### src/hw/rtl/asv_div_cell.sv
// One quotient bit step of a pipelined restoring divider.
// No package dependencies.
`timescale 1ns / 1ps

module asv_div_cell #(
  parameter int DW = 23,
  parameter int NW = 23,
  parameter int QW = 23,
  parameter int SW = 1
) (
  input  logic          clk,
  input  logic          rst,
  input  logic          en,
  input  logic          vi,
  input  logic [DW-1:0] rem_i,
  input  logic [NW-1:0] low_i,
  input  logic [QW-1:0] q_i,
  input  logic [DW-1:0] d_i,
  input  logic [SW-1:0] side_i,
  output logic          vo,
  output logic [DW-1:0] rem_o,
  output logic [NW-1:0] low_o,
  output logic [QW-1:0] q_o,
  output logic [DW-1:0] d_o,
  output logic [SW-1:0] side_o
);

  logic [DW:0] t;
  logic        ge;

  assign t  = {rem_i, low_i[NW-1]};
  assign ge = t >= {1'b0, d_i};

  always_ff @(posedge clk) begin
    if (rst) begin
      vo <= 1'b0;
    end else if (en) begin
      vo <= vi;
    end
  end

  always_ff @(posedge clk) begin
    if (en) begin
      rem_o  <= ge ? DW'(t - {1'b0, d_i}) : t[DW-1:0];
      low_o  <= {low_i[NW-2:0], 1'b0};
      q_o    <= {q_i[QW-2:0], ge};
      d_o    <= d_i;
      side_o <= side_i;
    end
  end

endmodule

### config.mk
export PLATFORM = sky130hd
export DESIGN_NAME = asv_div_cell
export DESIGN_NICKNAME = d
export VERILOG_FILES = /design/src/hw/rtl/asv_div_cell.sv
export SDC_FILE = /design/constraint.sdc
export NUM_CORES = 1
export LEC_CHECK = 0
export ABC_CLOCK_PERIOD_IN_PS = 2700
export BUFFER_PORTS_ARGS = -buffer_cell sky130_fd_sc_hd__buf_2
export CAP_MARGIN = 30
export CELL_PAD_IN_SITES_DETAIL_PLACEMENT = 0
export CELL_PAD_IN_SITES_GLOBAL_PLACEMENT = 1
export CORE_MARGIN = 2
export CORE_UTILIZATION = 33
export DETAILED_ROUTE_END_ITERATION = 8
export GPL_TIMING_DRIVEN = 0
export PLACE_DENSITY = 0.73
export SLEW_MARGIN = 20
export SYNTH_ARGS = -nofsm -noshare
export SYNTH_HDL_FRONTEND = slang
export SYNTH_SLANG_ARGS = --single-unit
### constraint.sdc
create_clock -name clk -period 2.7 [get_ports clk]
set_input_delay 0.405 -clock clk [delete_from_list [all_inputs] [get_ports clk]]
set_output_delay 0.405 -clock clk [all_outputs]
set_load 0.03 [all_outputs]
=== Word-level counts from Yosys, hierarchy flattened ===
Cells that the tools add are included.
W data, S select, Z words.

* $add $sub $neg: 1
* Order comparisons: 1
* Muxes and demuxes: 1

{| class="wikitable"
|+ Operator list
! cell !! count
|-
| $ge A24 B23 Y1 || 1
|-
| $mux W23 || 1
|-
| $sub A23 B23 Y23 || 1
|}

* Register bits: 93
* Input port bits: 97
* Output and inout bits: 94
* Logic and storage cells: 9

=== Depth between registers and ports, before layout ===
* Depth in word-level cells: 2
* Gate-level depth with buffers: 11
* Gate-level depth less buffers: 10

=== Worst setup path after synthesis ===
No wires, ideal clock.

* Kind: input-to-reg
* Start: input port low_i[22]
* End: register rem_o[10], data pin
* Setup time: 0.260 ns
* Arrival: 2.615 ns
* Data required time: 2.440 ns
* Path slack: -0.175 ns
* Stages: 11
* Buffers on the path: 1
* Cell sequence: inv_1 -> ha_1 -> fa_1 -> and2b_1 -> o21bai_1 -> a311o_1 -> a21o_4 -> a31oi_4 -> nor2_4 -> buf_12 -> mux2_4

* Cells in the longest elaborated chain, start to end: 2
* Elaborated cells on any way between the ends: 3
* Classes of those cells: add/sub: 1; order compare: 1; mux: 1

{| class="wikitable"
|+ Ends and longest elaborated chain
! item !! line !! RTL
|-
| from (decl) || 16 || <nowiki>input logic [NW-1:0] low_i,</nowiki>
|-
| $sub A23 B23 Y23 / $ge A24 B23 Y1 (equally long branches) || 44, 32 ||
|-
| $mux W23 (*) || 44 || <nowiki>rem_o <= ge ? DW'(t - {1'b0, d_i}) : t[DW-1:0];</nowiki>
|-
| to (signal assigned) || 44 ||
|-
| to (decl) || 21 || <nowiki>output logic [DW-1:0] rem_o,</nowiki>
|}

Every way passes the cells marked *; elsewhere a longest branch is shown, timed or not.
A chain may end at the register's enable or synchronous reset.

=== Worst setup path after layout ===
* Start: input port low_i[22]
* End: register rem_o[15], data pin

Same word-level chain as after synthesis.

==> flow_summary.ini <==
[outcome]
status = finished clean

[timing]
finalSetupViolations = 0
tightest_slew_ns = 0.5733
finalCritPeriodShare_pct = 98.23
relSlewSlack_pct = 61.38
fmax_mhz = 377.1
finalClockSkew_ns = 0
drv_slew = 0
fin_crit_ns = 2.652
hold_ws_ns = 0.2128
hold_viol = 0
tns_ns = 0

[setup_path]
max_stage_delay_ns = 0.39
critical_path_arrival_ns = 2.74
startpoint_type = input pin
endpoint_kind = flip-flop
critPathKind = input pin to flip-flop
timing.rr.start = vo
ff2ff_path_depth = 2
critPathSlowestCell = a311o_1
r2r-end = vo
reg2reg_slack_ns = 2.12
cp_cell_sequence = buf_6 -> inv_4 -> ha_4 -> fa_2 -> and2b_1 -> o21bai_1 -> a311o_1 -> a21o_4 -> a31oi_4 -> nor2_4 -> clkbuf_16 -> mux2_4
critical_path.max_fanout = 5
critPathRequiredTime_ns = 2.79

[job]
drv_cap = 0

[global_routing]
antenna_found_initial = 0
grt_pass1_vias = 3256
grt_pass1_wl_mm = 16.68
grt_use_total_pct = 15.06
overflow = 0
grt_max_degree = 60

[synthesis]
yosysSeqAreaShare_pct = 62.00
ys_seq_elements = 93
ys_async_sr_fraction_pct = 0
yosys_most_used_dff = edfxtp_1
netlist_area_mm2 = 0.004488
syn-num-nets = 454
yosysWarnings = 0
synth-edff-count = 92
ys_types = 50
syn_area_per_cell_um2 = 13.48
netlist_instances = 333

[die]
die_x_um = 120.6
die_y_um = 120.6
io_pins = 191
core_area_mm2 = 0.01324
initial_utilization_pct = 33.89
fp-row-count = 42
die_area_mm2 = 0.01455

[min_path]
holdPathStages = 2
min_from = rst
min_path_type = input pin to flip-flop
whs_endpoint = vo

[clock_network]
cts.sinks = 93
h-tree-depth = 3
cts-buffers-inserted = 9
cts-hold-fix-buffers = 0
clock_latency_ns = 0.34
path_clk_slew_ns = 0.06
cts_tree = built
cts_buffer_depth = 2
cts_root_buffer = clkbuf_16

[finish]
ff_latch_area_mm2 = 0.002783
layout-drive-gt1-share_pct = 44.57
fillers = 1268
finalNonFillerCells = 719
syn_to_final_growth_pct = 35.46
nNetsFinal = 659
multi_input_area_mm2 = 0.001599
antenna_cells = 0
utilization_pct = 45.91

[power_and_ir_drop]
power_leakage_nw = 2.710
swShare_pct = 30.22
ir_drop_uv = 282.6
sequentialPowerShare_pct = 45.2
intPower_mw = 2.762
p_switching_mw = 1.196
p_comb_share_pct = 25.8
p_clk_share_pct = 29.0
powerDensity_mw_per_mm2 = 651.0

[routing]
ant_nets = 0
wl_per_cell_um = 15.61
drcViolationCount = 0
vias = 3359
drt_wl_total_mm = 11.22
firstDrtPassIters = 4
drt_iter0_drc = 209
viasPerCell = 4.672

[placed_design]
dpl.cell_count = 698
portBuffers = 188
gp_congestion = 0.7749
place_hpwl_mm = 8.750
[placed cells by master, fill, tap and decap left out, types with 2 or more instances in the layout]
cell,count
o31ai_1,2
a31oi_1,7
inv_1,28
and3_1,2
o2bb2ai_1,2
mux2i_1,5
a21oi_2,2
clkinv_1,2
nor4b_1,2
a21o_1,10
o21ai_1,2
buf_6,2
nand4_1,4
a311o_1,2
buf_2,186
o21a_1,2
o21ai_0,15
clkbuf_16,10
mux2_4,10
or3_1,3
ha_1,20
buf_4,6
mux2_2,4
o21bai_1,4
edfxtp_1,92
xnor2_1,12
nor3_1,3
clkinv_4,2
ha_2,2
xor2_1,5
nand2_1,19
nor2b_1,3
nand3_1,12
a21oi_1,15
buf_12,2
nor2_1,16
[worst max-delay path: cells and delay by family]
| kind | cells | cell delay (ns) |
|---|---|---|
| AO/OA/AOI/OAI | 4 | 0.95 |
| AND/OR/NAND/NOR | 2 | 0.32 |
| adder cells (fa/ha/maj) | 2 | 0.49 |
| multiplexers | 1 | 0.29 |
| buffers and inverters | 3 | 0.28 |
[repair_timing]
item,CTS,global route
pin swaps,1,7
setup endpoints to repair,12,24
buffers inserted,1,4
cloned,0,1
gates resized for setup,1,13
[how the worst max path moves through the flow]
stage                         start         to  cells after the start
after floorplan           low_i[22]  rem_o[10]                     11
after global placement      d_i[17]  rem_o[17]                     12
after detailed placement    d_i[17]  rem_o[17]                     12
after CTS                 low_i[22]  rem_o[18]                     12
after global routing        d_i[17]  rem_o[15]                     11
final                     low_i[22]  rem_o[15]                     12
[power groups by stage]
stage,Combinational (mW),Sequential (mW),Clock [mW]
3_3_place_gp,0.989,1.82,0
6_report,1.02,1.79,1.15
3_5_place_dp,1.00,1.82,0
4_1_cts,1.01,1.79,1.19
2_1_floorplan,0.375,2.12,0
5_1_grt,1.10,1.80,1.25
[cell usage after synthesis, drive strengths merged, types with 2 or more instances]
library cell  instances  area share (%)
a311o                 2            0.45
or3                   3            0.42
nor4b                 2            0.39
o21a                  2            0.33
a31oi                 9             1.6
and3                  2            0.28
inv                  29             2.4
nor2b                 3            0.42
o21ai                18             2.0
nand4                 4            0.56
a21oi                17             1.9
mux2i                 5             1.1
xnor2                12             2.3
nand2                19             1.6
a21o                 11             2.0
ha                   23             6.4
buf                   3            0.72
edfxtp               92              62
mux2                 14             4.3
o2bb2ai               2            0.39
clkbuf                2            0.17
o21bai                4            0.67
nand3                12             1.3
nor3                  3            0.33
nor2                 17             1.6
xor2                  5            0.98
o31ai                 2            0.33
[sequential cells by signal (all words and copies together), names as in the netlist]
register and flops:
d_o 23, low_o 22, q_o 23, rem_o 23, side_o 1, vo 1
[cells by family after synthesis]
group	share of synthesized area, %
buffers and inverters	3.317
AO/OA/AOI/OAI	11.60
other	0.08356
adder cells (fa/ha/maj)	6.858
AND/OR/NAND/NOR	7.360
multiplexers	5.464
flip-flops	62.00
XOR/XNOR	3.317
[layer usage]
layer | global-route usage, % | wire (µm)
met4 | 5.669 | 137
met1 | 17.16 | 4566
met3 | 4.858 | 915
met2 | 26.27 | 5600
met5 | 0 | 0
[area by class of cell]
type	count	share of cell area, %
buffer	3	0.5763
tap	176	3.622
multi-input combinational	206	26.30
timing repair buffer	196	17.49
inverter	29	1.832
clock buffer	10	3.766
sequential	93	45.77
clock inverter	6	0.6380
[metrics by stage]
stage | area [µm²] | power [mW] | worst slack (ns)
finish | 6080 | 3.958 | 0.04786
global placement | 5664 | 2.810 | -0.3793
floorplan | 4503 | 2.496 | 0.005543
detailed placement | 5694 | 2.822 | -0.4056
CTS | 5988 | 3.993 | 0.03983
global route | 6080 | 4.154 | -0.01437
Note: power is estimated with default switching activity, not from simulation.
