## src/hw/rtl/asv_sqrt_cell.sv

```systemverilog
// One bit step of a pipelined restoring integer square root.
// No package dependencies.
`timescale 1ns / 1ps

module asv_sqrt_cell #(
  parameter int NW   = 50,
  parameter int RW   = 25,
  parameter int REMW = 27,
  parameter int SW   = 1
) (
  input  logic            clk,
  input  logic            rst,
  input  logic            en,
  input  logic            vi,
  input  logic [NW-1:0]   n_i,
  input  logic [RW-1:0]   root_i,
  input  logic [REMW-1:0] rem_i,
  input  logic [SW-1:0]   side_i,
  output logic            vo,
  output logic [NW-1:0]   n_o,
  output logic [RW-1:0]   root_o,
  output logic [REMW-1:0] rem_o,
  output logic [SW-1:0]   side_o
);

  logic [REMW+1:0] t;
  logic [REMW+1:0] trial;
  logic            ge;

  assign t     = {rem_i, n_i[NW-1 -: 2]};
  assign trial = (REMW+2)'({root_i, 2'b01});
  assign ge    = t >= trial;

  always_ff @(posedge clk) begin
    if (rst) begin
      vo <= 1'b0;
    end else if (en) begin
      vo <= vi;
    end
  end

  always_ff @(posedge clk) begin
    if (en) begin
      n_o    <= {n_i[NW-3:0], 2'b00};
      root_o <= {root_i[RW-2:0], ge};
      rem_o  <= ge ? REMW'(t - trial) : REMW'(t);
      side_o <= side_i;
    end
  end

endmodule

```

## config.mk

```make
export PLATFORM = sky130hd
export DESIGN_NAME = asv_sqrt_cell
export DESIGN_NICKNAME = d
export VERILOG_FILES = /design/src/hw/rtl/asv_sqrt_cell.sv
export SDC_FILE = /design/constraint.sdc
export NUM_CORES = 1
export LEC_CHECK = 0
export BUFFER_PORTS_ARGS = -buffer_cell sky130_fd_sc_hd__buf_2
export CAP_MARGIN = 20
export CORE_MARGIN = 10
export CORE_UTILIZATION = 54
export CTS_BUF_LIST = sky130_fd_sc_hd__clkbuf_4
export CTS_CLUSTER_SIZE = 16
export DETAILED_ROUTE_END_ITERATION = 10
export GPL_TIMING_DRIVEN = 0
export PLACE_DENSITY = 0.95
export SLEW_MARGIN = 20
export SYNTH_ARGS = -nofsm -noshare
export SYNTH_HDL_FRONTEND = slang
export SYNTH_SLANG_ARGS = --single-unit
```

## constraint.sdc

```tcl
create_clock -name clk -period 10 [get_ports clk]
set_clock_uncertainty 0.15 [all_clocks]
set_input_delay 2 -clock clk [delete_from_list [all_inputs] [get_ports clk]]
set_output_delay 2 -clock clk [all_outputs]
set_load 0.02 [all_outputs]
```

After elaboration in Yosys (flattened, before gate mapping)
Index checks and enable logic that the tools add are counted.

operators by class
  add/sub/neg operators = 1
  order comparisons = 1
  mux-type cells = 1

operators with widths
  kind                                          number
  greater-or-equal comparator 29 x 27 -> 1 bit  1
  two-way mux 27 bit                            1
  subtractor 27 bit                             1

word-level totals
  flip-flop bits (word level) = 102
  bits of input ports = 107
  output and inout port bits = 104
  word-level logic and storage cells = 8

Logic depth before layout (Yosys ltp)
Gate-level depths: netlist of run 1.

  word-level depth = 2
  gate-level depth with buffers = 13
  gate-level depth less buffers = 10

Least setup slack after synthesis of run 1
Ideal clock, no wire load.

  path type = input to register
  start = in root_i[14]
  end = reg rem_o[10], data pin
  setup time = 0.260 ns
  data arrival time = 4.482 ns
  data required time = 9.590 ns
  slack = 5.107 ns
  cell stages on the path = 12
  buffers on the path = 2
  cell sequence = inv_1 ha_1 and3_4 and2_4 a221oi_2 o31ai_1 a41oi_2 o221ai_2 a2111o_1 buf_6 buf_12 mux2_4

between the ends
  word-level cells in the longest chain between the ends = 2

ends and longest elaborated chain
  what                                          RTL line  text
  start, declared                               16        input logic [RW-1:0] root_i,
  greater-or-equal comparator 29 x 27 -> 1 bit  32        assign ge = t >= trial;
  two-way mux 27 bit                            46        rem_o <= ge ? REMW'(t - trial) : REMW'(t);
  end signal, assigned                          46
  end, declared                                 22        output logic [REMW-1:0] rem_o,

Every way passes these cells.
A chain may end at the register's enable or synchronous reset.

Final worst setup path of run 1
  start = in root_i[0]
  end = reg rem_o[12], data pin

between the ends
  word-level cells in the longest chain between the ends = 2
  elaborated cells between the ends (all ways) = 3
  classes of those cells = add/sub (1); order compare (1); mux (1)

ends and longest elaborated chain
  what                                                                                      RTL line
  subtractor 27 bit / greater-or-equal comparator 29 x 27 -> 1 bit (equally long branches)  46, 32
  two-way mux 27 bit (*)                                                                    46

Mark *: on every way between the ends. The rest lies on a longest branch, timed or not.

==> results of run 1 <==
[registers in the layout, summed over array words and instances, names as in the netlist]
| register | cells |
|---|---|
| n_o | 48 |
| rem_o | 27 |
| root_o | 25 |
| side_o | 1 |
| vo | 1 |
[cell families (layout without fill, tap and decap cells)]
family                   after synthesis  in the layout  synth area share
multiplexers                          27             27            0.0695
buffers and inverters                 55            280            0.0511
AND/OR/NAND/NOR                       56             56            0.0576
other                                  1              2          0.000744
flip-flops                           102            102             0.606
AO/OA/AOI/OAI                         76             76             0.105
adder cells (fa/ha/maj)               27             27            0.0670
XOR/XNOR                              25             25            0.0434
[layer usage]
layer	GRT usage	share of wire
met1	0.191	0.35
met2	0.365	0.53
met3	0.0668	0.10
met4	0.0675	0.016
met5	0	0
[cell type report]
cell class | instances | area (sq um)
fillers | 632 | 2770
flip-flops and latches | 102 | 3050
inverters | 42 | 158
clock inverters | 6 | 56.3
multi-input cells | 213 | 1730
repair buffers | 209 | 1070
well taps | 111 | 139
plain buffers | 13 | 100
clock buffers | 10 | 75.1
[worst paths after layout]
path / to / slack, ns / cells after the start
min: vo / 0.37 / 2
max reg2reg: vo / 9.26 / 2
min reg2reg: vo / 0.37 / 2
max: rem_o[12] / 5.06 / 13
[Yosys cell counts, types with 2 or more instances]
master | number | share of area
xor2_1 | 7 | 0.012
o31ai_1 | 2 | 0.0030
o21bai_1 | 5 | 0.0074
o21a_1 | 3 | 0.0045
nand4_1 | 9 | 0.011
a31oi_1 | 3 | 0.0037
xnor2_1 | 18 | 0.031
ha_1 | 27 | 0.067
inv_1 | 42 | 0.031
clkbuf_1 | 5 | 0.0037
nand2_1 | 14 | 0.010
a211o_1 | 2 | 0.0035
o221ai_1 | 4 | 0.0070
buf_4 | 2 | 0.0030
a21oi_1 | 23 | 0.023
nor3_1 | 2 | 0.0020
mux2i_1 | 5 | 0.0099
edfxtp_1 | 101 | 0.60
mux2_4 | 14 | 0.042
buf_12 | 2 | 0.0079
buf_2 | 3 | 0.0030
and2_4 | 2 | 0.0035
a21oi_2 | 3 | 0.0052
nand2b_1 | 2 | 0.0025
mux2_2 | 8 | 0.018
a21o_1 | 6 | 0.0089
nor2_1 | 15 | 0.011
o21ai_0 | 9 | 0.0089
nand3_1 | 3 | 0.0030
a211oi_1 | 3 | 0.0045
[critical path, cell delays in order]
cell	delay, ns
buf_2	0.09
inv_1	0.04
ha_1	0.33
o21ai_0	0.19
a22oi_1	0.36
a21oi_2	0.15
o31ai_1	0.50
a41oi_2	0.27
o221ai_2	0.23
a2111o_1	0.18
buf_6	0.18
buf_12	0.17
mux2_4	0.31
[report_power, final]
| group | switching, mW | internal (mW) | total [mW] |
|---|---|---|---|
| clock | 0.147 | 0.0588 | 0.206 |
| combinational | 0.163 | 0.114 | 0.276 |
| sequential | 0.0104 | 0.522 | 0.532 |
| total | 0.320 | 0.695 | 1.01 |
[cell usage in the layout, fill, tap and decap left out, types with 3 or more instances in the layout]
| cell | netlist | final |
|---|---|---|
| mux2_2 | 8 | 8 |
| a21oi_1 | 23 | 23 |
| nand4_1 | 9 | 9 |
| xor2_1 | 7 | 7 |
| clkinv_4 | 0 | 3 |
| nor2_1 | 15 | 15 |
| mux2i_1 | 5 | 5 |
| nand2_1 | 14 | 14 |
| a211oi_1 | 3 | 3 |
| nand3_1 | 3 | 3 |
| xnor2_1 | 18 | 18 |
| o21ai_0 | 9 | 9 |
| a31oi_1 | 3 | 3 |
| o221ai_1 | 4 | 4 |
| a21o_1 | 6 | 6 |
| ha_1 | 27 | 27 |
| a21oi_2 | 3 | 3 |
| edfxtp_1 | 101 | 101 |
| o21bai_1 | 5 | 5 |
| inv_1 | 42 | 42 |
| mux2_4 | 14 | 14 |
| clkbuf_1 | 5 | 5 |
| buf_2 | 3 | 210 |
| buf_4 | 2 | 3 |
| o21a_1 | 3 | 3 |
| clkbuf_4 | 0 | 10 |
==> flow_summary.yaml, run 1 <==
power:
  peakVddDrop_uv: 65.6
  powerDensity_nw_per_um2: 159
  power_leakage_nw: 2.95
  report.power.total_mw: 1.01
synth:
  yosys_warnings: 0
  syn_avg_cell_area_sq_um: 13.7
  netlist_area_sq_um: 5040
  ys_ff_latch: 102
  synth_edf_count: 101
  synthArstFlopShare: 0
  ys.flop_type: "edfxtp_1"
  synth_cells: 369
  synth_cell_types: 55
  ys_seq_area_frac: 0.606
detailed_routing:
  wl_microns: 13800
  vias_per_cell: 5.32
  via_count: 3753
  dr.pass1.iters: 4
  antenna_left: 0
  avgRoutedWirePerCell_microns: 19.5
  drt_iter0_markers: 200
  route.detailed.drc: 0
critical_path:
  startpoint_type: "primary input"
  path_class: "in -> reg"
  crit_fanout: 10
  r2r-start: "vo"
  crit_start: "root_i[0]"
  crit_arrival_ns: 5.00
  end_kind: "flop"
  cp_data_required_time_ns: 10.05
timing:
  holdWs_ns: 0.369
  min_period_ns: 4.94
  fin_tns_setup_ns: 0
  setup_violations: 0
  post-route-period-util: 0.494
  worstMarginPinSlew_ns: 0.513
  slew_headroom: 0.655
  rsz0062_at_grt: "no"
  fmax_mhz: 202
  hold_viol_final: 0
  slew_violations: 0
  setup_ws_ns: 5.06
die:
  dieArea_sq_um: 13600
  num_rows: 35
  io_pins: 211
  initial_core_util: 0.551
  dieWidth_microns: 117
  die_h_microns: 117
  core_area_sq_um: 9150
cells_and_area:
  nets: 724
  post-route-cell-area_sq_um: 6380
  final_cells: 706
  n_antenna_cell: 0
  synthToLayoutAreaGrowth_pct: 26.7
  final_util: 0.698
  drive_gt1_frac: 0.450
global_route:
  grt-ovfl-total: 0
  grt_use_total: 0.193
  antenna_found_initial: 0
  grt_max_degree: 70
  grt_pass1_vias: 3868
  grt_pass1_wl_microns: 20100
worst_hold_path:
  hold_class: "reg -> reg"
  hold_path_startpoint: "vo"
clock_tree:
  post_cts_resize_count: 0
  cts_tree: "done"
  clk_pin_slew_ns: 0.16
  cts_buffers: 9
  post_cts_buffers: 0
  cts_max_path_buffers: 2
  clk_latency_ns: 0.45
  cts-root-buf: "clkbuf_4"
  htreeDepth: 3
  cts_sinks: 102
  cts_hold_buffers: 0
place:
  dpl-instance-area_sq_um: 6250
  globalplace.congestion: 0.853
  dp_slack_ns: 4.60
  dp_cells: 690
  dp_hpwl_microns: 11200
  io_buffers: 208
run_status:
  status: "complete, no violations"
flow_run:
  drv_cap: 0
(Power assumes the default switching activity.)
==> run 2, diff against run 1 <==
--- a/config.mk
+++ b/config.mk
@@ -8,12 +8,12 @@
 export BUFFER_PORTS_ARGS = -buffer_cell sky130_fd_sc_hd__buf_2
 export CAP_MARGIN = 20
 export CORE_MARGIN = 10
-export CORE_UTILIZATION = 54
+export CORE_UTILIZATION = 45
 export CTS_BUF_LIST = sky130_fd_sc_hd__clkbuf_4
 export CTS_CLUSTER_SIZE = 16
 export DETAILED_ROUTE_END_ITERATION = 10
 export GPL_TIMING_DRIVEN = 0
-export PLACE_DENSITY = 0.95
+export PLACE_DENSITY = 0.88
 export SLEW_MARGIN = 20
 export SYNTH_ARGS = -nofsm -noshare
 export SYNTH_HDL_FRONTEND = slang
==> constraint.sdc (replaced) <==
create_clock -name clk -period 4.35 [get_ports clk]
set_clock_uncertainty 0.15 [all_clocks]
set_input_delay 0.87 -clock clk [delete_from_list [all_inputs] [get_ports clk]]
set_output_delay 0.87 -clock clk [all_outputs]
set_load 0.02 [all_outputs]
==> run 2 against run 1 <==
Against the previous run:
- worst hold slack hardly changed
- register-to-register slack worse by 5.7 ns
- first-iteration DRC count is 53% higher
- count of clock-buffer cells in the layout stayed put
- cell area is 0.63% higher
- wire length is 0.97% higher
- die area is 16% higher
- sequential power is 130% higher
- worst setup slack worse by 4.5 ns
- sequential share of layout area is 0.30 points lower
- critical path type unchanged
==> flow_summary.yaml, run 2 (same netlist as run 1, synthesis figures left out) <==
run_status:
  status: "complete, no violations"
clock_tree:
  cts_sinks: 102
  cts_hold_buffers: 0
  cts-root-buf: "clkbuf_4"
  htreeDepth: 3
  cts_buffers: 9
  post_cts_buffers: 0
  post_cts_resize_count: 0
  cts_tree: "done"
  clk_latency_ns: 0.45
  cts_max_path_buffers: 2
  clk_pin_slew_ns: 0.16
detailed_routing:
  antenna_left: 0
  vias_per_cell: 5.13
  via_count: 3779
  wl_microns: 13900
  dr.pass1.iters: 4
  avgRoutedWirePerCell_microns: 18.9
  route.detailed.drc: 0
  drt_iter0_markers: 305
global_route:
  grt_pass1_wl_microns: 21400
  grt_use_total: 0.169
  grt-ovfl-total: 0
  grt_max_degree: 64
  antenna_found_initial: 1
  grt_pass1_vias: 3893
critical_path:
  end_kind: "flop"
  critPathSlowestCell: "or4b_1"
  crit_chain: "buf_2 > inv_1 > ha_1 > clkbuf_1 > nand4_1 > or4b_1 > nor4_1 > nor2_1 > o221ai_2 > a2111o_1 > buf_6 > buf_12 > mux2_4"
  startpoint_type: "primary input"
  path_class: "in -> reg"
  cpPeakStageDelay_ns: 0.60
  crit_arrival_ns: 3.88
  crit_fanout: 10
  cp_data_required_time_ns: 4.42
  r2r_slack_ns: 3.61
timing:
  min_period_ns: 3.81
  rsz0062_at_grt: "no"
  worstMarginPinSlew_ns: 0.526
  setup_violations: 0
  post-route-period-util: 0.877
  slew_violations: 0
  fmax_mhz: 262
  holdWs_ns: 0.368
  fin_tns_setup_ns: 0
  hold_viol_final: 0
  slew_headroom: 0.646
cells_and_area:
  largest_register: "n_o"
  synthToLayoutAreaGrowth_pct: 27.5
  multi_input_area_sq_um: 1730
  mostFrequentLayoutCell: "buf_2"
  largest_register_ffs: 48
  seqCellArea_sq_um: 3050
  layout_common_cells: "210 x buf_2, 101 x edfxtp_1, 42 x inv_1, 27 x ha_1, 23 x a21oi_1"
  drive_gt1_frac: 0.450
  final_util: 0.590
  post-route-cell-area_sq_um: 6420
  nets: 724
  reg_top3: "n_o x48, rem_o x27, root_o x25"
  fill_cells: 874
place:
  io_buffers: 208
  dp_hpwl_microns: 11400
  dpl-instance-area_sq_um: 6290
  globalplace.congestion: 0.850
die:
  core_area_sq_um: 10900
  dieWidth_microns: 126
  dieArea_sq_um: 15800
  initial_core_util: 0.463
  num_rows: 38
  io_pins: 211
  die_h_microns: 126
power:
  peakVddDrop_uv: 176
  powerDensity_nw_per_um2: 360
  power_leakage_nw: 2.95
worst_hold_path:
  hold_class: "reg -> reg"
flow_run:
  drv_cap: 0
run 2: cell count changes in the layout (fill, tap and decap cells not counted):
| cell | previous run | this run |
|---|---|---|
| inv_6 | 0 | 1 |
| buf_6 | 1 | 2 |
| diode_2 | 0 | 1 |
| buf_4 | 3 | 2 |
| inv_8 | 2 | 1 |
run 2: cell type report:
type                       count  area share
tap                          140      0.0273
buffer                        13      0.0156
inverter                      42      0.0245
clock buffer                  10      0.0117
sequential                   102       0.475
multi-input combinational    213       0.270
timing repair buffer         209       0.167
antenna                        1    0.000389
clock inverter                 6     0.00837
run 2: routing by layer:
metal / GRT usage / part of all wire / vias up / wire length [microns]
met3: 0.0562 / 0.081 / 11 / 1130
met4: 0.0388 / 0.0088 / 0 / 122
li1: - / - / 1810 / -
met5: 0 / 0 / - / 0
met2: 0.307 / 0.53 / 156 / 7300
met1: 0.186 / 0.38 / 1802 / 5340
run 2: where the power goes:
group	switching [mW]	total [mW]	internal, mW
Clock	0.322	0.456	0.133
Combinational	0.374	0.637	0.262
Sequential	0.0232	1.22	1.20
Total	0.720	2.32	1.60
run 2: per-stage QoR:
stage	total power, mW	worst slack (ns)	instances
floorplan	1.65	0.587	370
global placement	1.87	0.126	718
detailed placement	1.89	0.0505	719
CTS	2.34	0.569	735
global route	2.44	0.411	736
finish	2.32	0.536	736
run 2: critical path: cells and delay by family:
| family | cells | cell delay (ns) |
|---|---|---|
| fa+ha+maj | 1 | 0.27 |
| compound gates | 2 | 0.24 |
| buf+inv | 5 | 0.78 |
| mux | 1 | 0.30 |
| simple gates | 4 | 1.38 |
run 2: final timing paths:
path	from	endpoint	depth (start not counted)
max	root_i[11]	rem_o[18]	13
max reg2reg	vo	vo	2
min	vo	vo	2
min reg2reg	vo	vo	2
==> run 3, diff against run 2 <==
--- a/config.mk
+++ b/config.mk
@@ -13,7 +13,7 @@
 export CTS_CLUSTER_SIZE = 16
 export DETAILED_ROUTE_END_ITERATION = 10
 export GPL_TIMING_DRIVEN = 0
-export PLACE_DENSITY = 0.88
+export PLACE_DENSITY = 0.86
 export SLEW_MARGIN = 20
 export SYNTH_ARGS = -nofsm -noshare
 export SYNTH_HDL_FRONTEND = slang
==> run 3 against run 2 <==
Against the previous run:
- sequential share of layout area about the same
- register-to-register slack got worse by 0.02 ns
- maximum frequency is 1.3% lower
- first-iteration DRC count is 3.6% lower
- worst hold slack gained 0.0053 ns
- non-clock buffer count did not move
- sequential power about the same
- critical path type unchanged
- total power rose by 0.74%
- cell area about the same
- core utilization about the same
- highest routed layer is now met5
- clock power grew 4%
- final cell count increased by 0.14%
==> flow_summary.yaml, run 3 (same netlist as run 1, synthesis figures left out) <==
cells_and_area:
  layout_common_cells: "210 x buf_2, 101 x edfxtp_1, 42 x inv_1, 27 x ha_1, 23 x a21oi_1"
  synthToLayoutAreaGrowth_pct: 27.6
  reg_top3: "n_o x48, rem_o x27, root_o x25"
  final_cells: 737
  mostFrequentLayoutCell: "buf_2"
  largest_register: "n_o"
  drive_gt1_frac: 0.450
  nets: 724
  fill_cells: 911
  largest_register_ffs: 48
critical_path:
  crit_arrival_ns: 3.93
  crit_chain: "buf_2 > inv_1 > ha_1 > o21ai_0 > a22oi_1 > a21oi_2 > o31ai_1 > a41oi_2 > o221ai_2 > a2111o_1 > buf_6 > buf_12 > mux2_4"
  startpoint_type: "primary input"
  path_class: "in -> reg"
  r2r-start: "vo"
  r2r_slack_ns: 3.59
  critPathSlowestCell: "o31ai_1"
  reg2regPathDepth: 2
  crit_fanout: 10
  cp-endpoint: "rem_o[20]"
  r2r-end: "vo"
  cpPeakStageDelay_ns: 0.52
  crit_start: "root_i[0]"
  end_kind: "flop"
  cp_data_required_time_ns: 4.41
detailed_routing:
  drt_iter0_markers: 294
  wl_met1_microns: 5200
  top_layer: "met5"
  dr.pass1.iters: 5
  avgRoutedWirePerCell_microns: 18.8
  antenna_left: 0
  wl_met2_microns: 7090
  wl_microns: 13900
  wl_met3_microns: 1320
  route.detailed.drc: 0
  vias_per_cell: 5.11
  via_count: 3763
power:
  powerDensity_nw_per_um2: 363
  power_leakage_nw: 2.95
  p_int_mw: 1.60
  switchingPower_mw: 0.735
  switching_share: 0.315
  p_clk_frac: 0.202
  power_frac_seq: 0.524
  power_frac_comb: 0.273
  peakVddDrop_uv: 209
timing:
  worstMarginPinSlew_ns: 0.539
  fin_tns_setup_ns: 0
  slew_violations: 0
  post-route-period-util: 0.888
  holdWs_ns: 0.374
  slew_headroom: 0.638
  fmax_mhz: 259
  hold_viol_final: 0
  min_period_ns: 3.86
  setup_violations: 0
  rsz0062_at_grt: "no"
clock_tree:
  post_cts_resize_count: 0
  clk_pin_slew_ns: 0.18
  cts_hold_buffers: 0
  clk_latency_ns: 0.45
  cts_sinks: 102
  cts_tree: "done"
  cts_buffers: 9
  htreeDepth: 3
  post_cts_buffers: 0
  cts_max_path_buffers: 2
  cts-root-buf: "clkbuf_4"
global_route:
  grt_max_degree: 68
  antenna_found_initial: 3
  grt_pass1_vias: 3894
  grt_use_total: 0.166
  grt_pass1_wl_microns: 21100
  grt-ovfl-total: 0
worst_hold_path:
  hold_class: "reg -> reg"
place:
  globalplace.congestion: 0.845
  dp_hpwl_microns: 11400
  io_buffers: 208
  dp_cells: 719
die:
  io_pins: 211
  initial_core_util: 0.463
  core_area_sq_um: 10900
  die_h_microns: 126
  dieWidth_microns: 126
  num_rows: 38
  dieArea_sq_um: 15800
run_status:
  status: "complete, no violations"
flow_run:
  drv_cap: 0
## run 3: final cells by class
class | count | area (sq um) | area share
Buffer | 13 | 100 | 0.0156
Tap cell | 140 | 175 | 0.0272
Inverter | 42 | 158 | 0.0245
Sequential cell | 102 | 3050 | 0.475
Timing Repair Buffer | 209 | 1070 | 0.167
Clock inverter | 6 | 56.3 | 0.00876
Multi-Input combinational cell | 213 | 1730 | 0.270
Antenna cell | 2 | 5.00 | 0.000778
Clock buffer | 10 | 75.1 | 0.0117
## run 3: stage by stage
| step | worst slack (ns) | util | power [mW] | area [sq um] |
|---|---|---|---|---|
| after CTS | 0.551 | 0.590 | 2.35 | 6420 |
| after detailed placement | 0.0595 | 0.578 | 1.89 | 6290 |
| final | 0.485 | 0.591 | 2.33 | 6430 |
| after floorplan | 0.587 | - | 1.65 | 5040 |
| after global placement | 0.122 | 0.575 | 1.86 | 6260 |
| after global routing | 0.290 | 0.591 | 2.44 | 6430 |
## run 3: routing by layer
| metal | vias to the layer above | track usage |
|---|---|---|
| met1 | 1760 | 0.179 |
| met4 | 2 | 0.0449 |
| met2 | 169 | 0.299 |
| li1 | 1809 | - |
| met5 | - | 0 |
| met3 | 23 | 0.0591 |
## run 3: worst min-delay path by stage
stage,to,depth (start not counted),from,slack [ns]
5_1_grt,vo,2,rst,0.37
6_report,vo,2,vo,0.37
2_1_floorplan,vo,2,vo,0.43
3_5_place_dp,vo,2,vo,0.34
3_3_place_gp,vo,2,vo,0.32
4_1_cts,vo,2,rst,0.37
## run 3: worst max-delay path, delay by kind of cell
family	cells	cell delay, ns
AOI/OAI and AO/OA	7	1.93
muxes	1	0.31
adders and majority gates	1	0.33
buffers and inverters	4	0.45
## run 3: power by group through the flow
stage / sequential [mW] / clock (mW) / combinational, mW
after floorplan: 1.38 / 0 / 0.272
after global placement: 1.24 / 0 / 0.622
after detailed placement: 1.25 / 0 / 0.642
after CTS: 1.22 / 0.485 / 0.644
after global routing: 1.23 / 0.521 / 0.688
final: 1.22 / 0.472 / 0.638
